<file path="src/rtl/tch_isqrt.sv">
// pipelined integer square root of (a^2 + b^2) * 2^16, one result bit per stage
module tch_isqrt #(
   parameter int SW     = 16,
   parameter int SIDE_W = 1
) (
   input  logic                clock,
   input  logic                reset,
   input  logic                en,
   input  logic                in_valid,
   input  logic signed [SW-1:0] in_a,
   input  logic signed [SW-1:0] in_b,
   input  logic [SIDE_W-1:0]   in_side,
   output logic                out_valid,
   output logic [SW+7:0]       out_root,
   output logic [SIDE_W-1:0]   out_side
);
   localparam int VW = 2*SW + 16;
   localparam int RB = SW + 8;

   logic signed [2*SW-1:0] sq_a, sq_b;
   logic [2*SW-1:0] sum_in;
   logic [RB:0] valid_ff;
   logic [VW-1:0] v_ff [0:RB];
   logic [RB+1:0] rem_ff [0:RB];
   logic [RB-1:0] root_ff [0:RB];
   logic [SIDE_W-1:0] side_ff [0:RB];
   logic [VW-1:0] v_in [1:RB];
   logic [RB+1:0] rem_in [1:RB];
   logic [RB-1:0] root_in [1:RB];

   assign sq_a = in_a * in_a;
   assign sq_b = in_b * in_b;
   assign sum_in = sq_a + sq_b;

   always_comb begin
      logic [RB+1:0] remx, trial;
      for (int k = 0; k < RB; k++) begin
         remx = {rem_ff[k][RB-1:0], v_ff[k][VW-1:VW-2]};
         trial = {root_ff[k], 2'b01};
         v_in[k+1] = {v_ff[k][VW-3:0], 2'b00};
         if (remx >= trial) begin
            rem_in[k+1] = remx - trial;
            root_in[k+1] = {root_ff[k][RB-2:0], 1'b1};
         end else begin
            rem_in[k+1] = remx;
            root_in[k+1] = {root_ff[k][RB-2:0], 1'b0};
         end
      end
   end

   always_ff @(posedge clock) begin
      if (reset) begin
         valid_ff <= '0;
      end else if (en) begin
         valid_ff <= {valid_ff[RB-1:0], in_valid};
      end
   end

   always_ff @(posedge clock) begin
      if (en) begin
         v_ff[0] <= {sum_in, 16'b0};
         rem_ff[0] <= '0;
         root_ff[0] <= '0;
         side_ff[0] <= in_side;
         for (int k = 1; k <= RB; k++) begin
            v_ff[k] <= v_in[k];
            rem_ff[k] <= rem_in[k];
            root_ff[k] <= root_in[k];
            side_ff[k] <= side_ff[k-1];
         end
      end
   end

   assign out_valid = valid_ff[RB];
   assign out_root = root_ff[RB];
   assign out_side = side_ff[RB];
endmodule

</file>
<file path="config.mk">
export PLATFORM = sky130hd
export DESIGN_NAME = tch_isqrt
export DESIGN_NICKNAME = d
export VERILOG_FILES = /design/src/rtl/tch_isqrt.sv
export SDC_FILE = /design/constraint.sdc
export NUM_CORES = 2
export LEC_CHECK = 0
export BUFFER_PORTS_ARGS = -buffer_cell sky130_fd_sc_hd__buf_2
export CAP_MARGIN = 10
export CELL_PAD_IN_SITES_DETAIL_PLACEMENT = 0
export CELL_PAD_IN_SITES_GLOBAL_PLACEMENT = 1
export CORE_MARGIN = 2
export CORE_UTILIZATION = 53
export CTS_CLUSTER_DIAMETER = 80
export CTS_CLUSTER_SIZE = 28
export DETAILED_ROUTE_END_ITERATION = 8
export PLACE_DENSITY = 0.92
export SYNTH_ARGS = -nofsm -noshare
export SYNTH_HDL_FRONTEND = slang
export SYNTH_SLANG_ARGS = --single-unit
</file>
<file path="constraint.sdc">
create_clock -name clock -period 9.8 [get_ports clock]
set_input_delay 0 -clock clock [delete_from_list [all_inputs] [get_ports clock]]
set_output_delay 0 -clock clock [all_outputs]
set_load 0.05 [all_outputs]
</file>
==> results.txt <==
----------------------------------------------------
[Clock tree]
  H-Tree Depth ... 2
  CTS Root Cell ... clkbuf_16
  Clock edge transition at the registers on the reported setup and hold paths ... 90 ps
  CTS max path bufs ... 3
  CTS tree ... done
  Clock insertion delay at the later pin of the skew report ... between 700 and 800 ps
  CTS resizes ... 0
  Number of post-CTS setup repair buffers ... 0
  Hold-fix buffers, CTS ... 6
  TritonCTS sink count ... around 1100
  Number of buffers created by CTS ... 57

[Critical path]
  Worst reg2reg path endpoint ... rem_ff[2][32]$_DFFE_PP_
  R2R cell count ... 12
  Beginning of the critical path ... in_a[15]
  Type of the worst setup path ... in -> reg
  CP max FO ... 17
  Crit end category ... register
  Register-to-register setup slack ... between 5000 and 6000 ps
  Data arrival time at the worst-slack endpoint ... around 7500 ps
  Required time at the worst-slack endpoint ... a little over 10000 ps
  Startpoint kind of the worst setup timing path ... input port
  Worst R2R Start ... root_ff[1][0]$_DFFE_PP_

[Layout]
  Filler Cells Inserted ... around 11000
  Layout Cells excl Fill ... between 7000 and 8000
  Number of nets in the layout ... about 7200
  Proportion of layout cells with a drive suffix above 1 ... under 10%
  Synth-to-layout area growth ... 5.84%

[STA]
  Total setup violations reported at the end of the flow ... 0
  Slew at the pin with the worst max-slew slack ... around 1100 ps
  Maximum clock skew at final layout ... 42.8 ps
  Final hold vios ... 0
  Setup_tns ... 0 ps
  Worst path setup slack after routing ... 2720 ps
  Worst hold margin ... 82.6 ps
  Final slew viol count ... 0
  Worst rel slew slack ... 26.3%
  RSZ-0062 raised after global routing ... false
  Final Critical Period ... about 7100 ps
  Part of the cycle the worst path needs ... around 72%
  Max Clock Freq ... 141 MHz

[Synth]
  Top flip-flop cell by instance count after synthesis ... edfxtp_1
  Instance count of the mapped netlist ... ~6200
  Count of flip-flops with a built-in enable after synthesis ... roughly 1100
  Flop and latch count out of synthesis ... ~1100
  Cell variety after synth ... 84
  Netlist area before placement ... 0.0722 mm^2
  Number of warnings reported in the yosys synthesis log ... 0
  Synthesized area divided by synthesized cell count ... roughly 12 um^2
  Fraction of registers with async set/reset ... 0%
  Syn Nets ... a little over 7000
  Fraction of the yosys area taken by sequential cells ... 46.9%

[Detailed routing]
  Final wirelength ... around 140 mm
  Drt drc ... 0
  Via count normalized by instance count ... between 5 and 6
  Number of detailed-routing iterations run before antenna repair ... 6
  Number of nets with antenna violations after detailed routing ... 0
  Iter 0 DRT Violations ... roughly 3200
  Wire per inst ... 17.2 um
  Number of vias after detailed routing ... between 40000 and 50000

[Placed design]
  Global placement routability congestion ... between 0.8 and 0.9
  Post-DP HPWL ... ~110 mm
  Quantity of I/O buffers inserted on ports ... just over 60
  Number of instances in the placed design ... 7886
  Dpl ws ... 2020 ps

[Die]
  Total Die Area ... between 0.1 and 0.15 mm^2
  Die outline width ... ~370 um
  Standard-cell rows ... around 140
  Starting density of the core ... approximately 53%
  Die height ... about 370 um
  Core Area ... 0.135 mm^2
  Ports placed on the boundary ... 63

[Global route]
  Global-route wire length before repair ... 223 mm
  Largest net degree at the start of global routing ... roughly 190
  Remaining global-route overflow ... 0
  Via count of the first global-routing pass ... approximately 43000
  Total global-route track usage ... 19.8%
  Number of antenna violations at the first check in global routing ... 7

[Job]
  Max cap viols ... 0

[Min path]
  Path type of the worst min-delay path ... in -> reg
  Cells on Worst Hold Path ... 2
  Origin of the worst min-delay path ... in_b[0]
  Destination of the worst hold path ... v_ff[0][15]$_DFFE_PP_

[Run status]
  Outcome ... completed

----------------------------------------------------
worst max-delay path, stage by stage:
cell and delay (ps):
buf_2 270, clkinv_1 520, fa_1 700, inv_1 50, fa_1 540, inv_1 50, fa_1 480, fa_1 550
inv_1 50, fa_1 480, fa_1 500, fa_1 490, inv_1 50, fa_1 470, inv_1 40, ha_1 380
nand2_1 100, o21a_1 180, and2_1 130, o31ai_1 360, o22ai_1 340, o311a_1 440, o21bai_1 140, a21oi_1 90
xnor2_1 130
per-layer routing:
| layer | up-vias | global-route usage (%) | wire, um |
|---|---|---|---|
| met5 | - | 0 | 40 |
| met4 | 6 | 7.61 | 5590 |
| met3 | 255 | 2.86 | 6790 |
| met2 | 905 | 32.5 | 65800 |
| met1 | 21300 | 26.8 | 59300 |
| li1 | 20900 | - | - |
stage by stage:
stage                     util, %  area [um^2]
final                        56.5        76400
after global routing         56.5        76400
after CTS                    56.5        76400
after detailed placement     55.0        74400
after global placement       55.0        74400
after floorplan                 -        72200
how the worst max path moves through the flow:
stage / endpoint / depth (start not counted)
final: v_ff[0][44]$_DFFE_PP_ / 25
after global routing: v_ff[0][43]$_DFFE_PP_ / 25
after CTS: v_ff[0][43]$_DFFE_PP_ / 25
after detailed placement: v_ff[0][43]$_DFFE_PP_ / 22
after global placement: v_ff[0][44]$_DFFE_PP_ / 24
after floorplan: v_ff[0][43]$_DFFE_PP_ / 23
cells in the final DEF, fill, tap and decap left out, types with 16 or more instances in the layout:
cell / instances
buf_4: 17
or4_1: 24
buf_2: 61
nand3b_1: 16
inv_1: 1020
a21oi_1: 236
nor2_1: 346
clkbuf_16: 57
nor2b_1: 54
mux2i_1: 30
o31ai_1: 41
edfxtp_1: 1111
a21o_1: 96
dfxtp_1: 25
o21ai_0: 248
or3_1: 42
xnor2_1: 249
nor4_1: 48
nand2b_1: 60
mux2_2: 88
xor2_1: 194
and2_1: 107
nand2_1: 420
o21a_1: 72
fa_1: 527
nor3_1: 121
a211oi_1: 28
and3_1: 20
o21bai_1: 35
nand3_1: 91
ha_1: 459
a31oi_1: 26
nand4_1: 28
synthesized netlist by cell type, drive strengths merged, types with 72 or more instances:
| master | number | share of area (%) |
|---|---|---|
| a21o | 96 | 1.0 |
| a21oi | 238 | 1.6 |
| and2 | 107 | 0.93 |
| clkbuf | 94 | 0.49 |
| edfxtp | 1111 | 46 |
| fa | 527 | 15 |
| ha | 459 | 8.0 |
| inv | 1020 | 5.3 |
| mux2 | 88 | 1.4 |
| nand2 | 421 | 2.2 |
| nand3 | 91 | 0.63 |
| nor2 | 346 | 1.8 |
| nor3 | 122 | 0.85 |
| o21a | 72 | 0.75 |
| o21ai | 251 | 1.7 |
| xnor2 | 249 | 3.0 |
| xor2 | 194 | 2.4 |
cell type report:
class                           count  area [um^2]  area share, %
Clock buffer                       62         1450           1.89
Multi-Input combinational cell   3864        34000           44.4
Timing Repair Buffer               89          588          0.769
Inverter                         1022         3840           5.02
Sequential cell                  1136        33900           44.3
Antenna cell                        2         5.00        0.00655
Tap cell                         1781         2230           2.92
Clock inverter                     34          495          0.648
registers in the layout, summed over array words and instances (netlist names):
register	cells
root_ff	300
v_ff	272
rem_ff	514
valid_ff	25
side_ff	25
logic make-up (layout without fill, tap and decap cells):
| family | Yosys count | after routing | share of synthesized area, % |
|---|---|---|---|
| and+or+nand+nor | 1431 | 1431 | 9.61 |
| buffers and inverters | 1152 | 1207 | 6.13 |
| DFF | 1136 | 1136 | 46.9 |
| adders and majority gates | 986 | 986 | 22.6 |
| AOI/OAI and AO/OA | 885 | 885 | 7.64 |
| xor gates and xnor gates | 443 | 443 | 5.37 |
| muxes | 118 | 118 | 1.79 |
| other | 1 | 3 | 0.00519 |
Power is left out: the tool's default activity adds up to more than one toggle a clock period on the data nets, which glitch-free logic cannot reach.
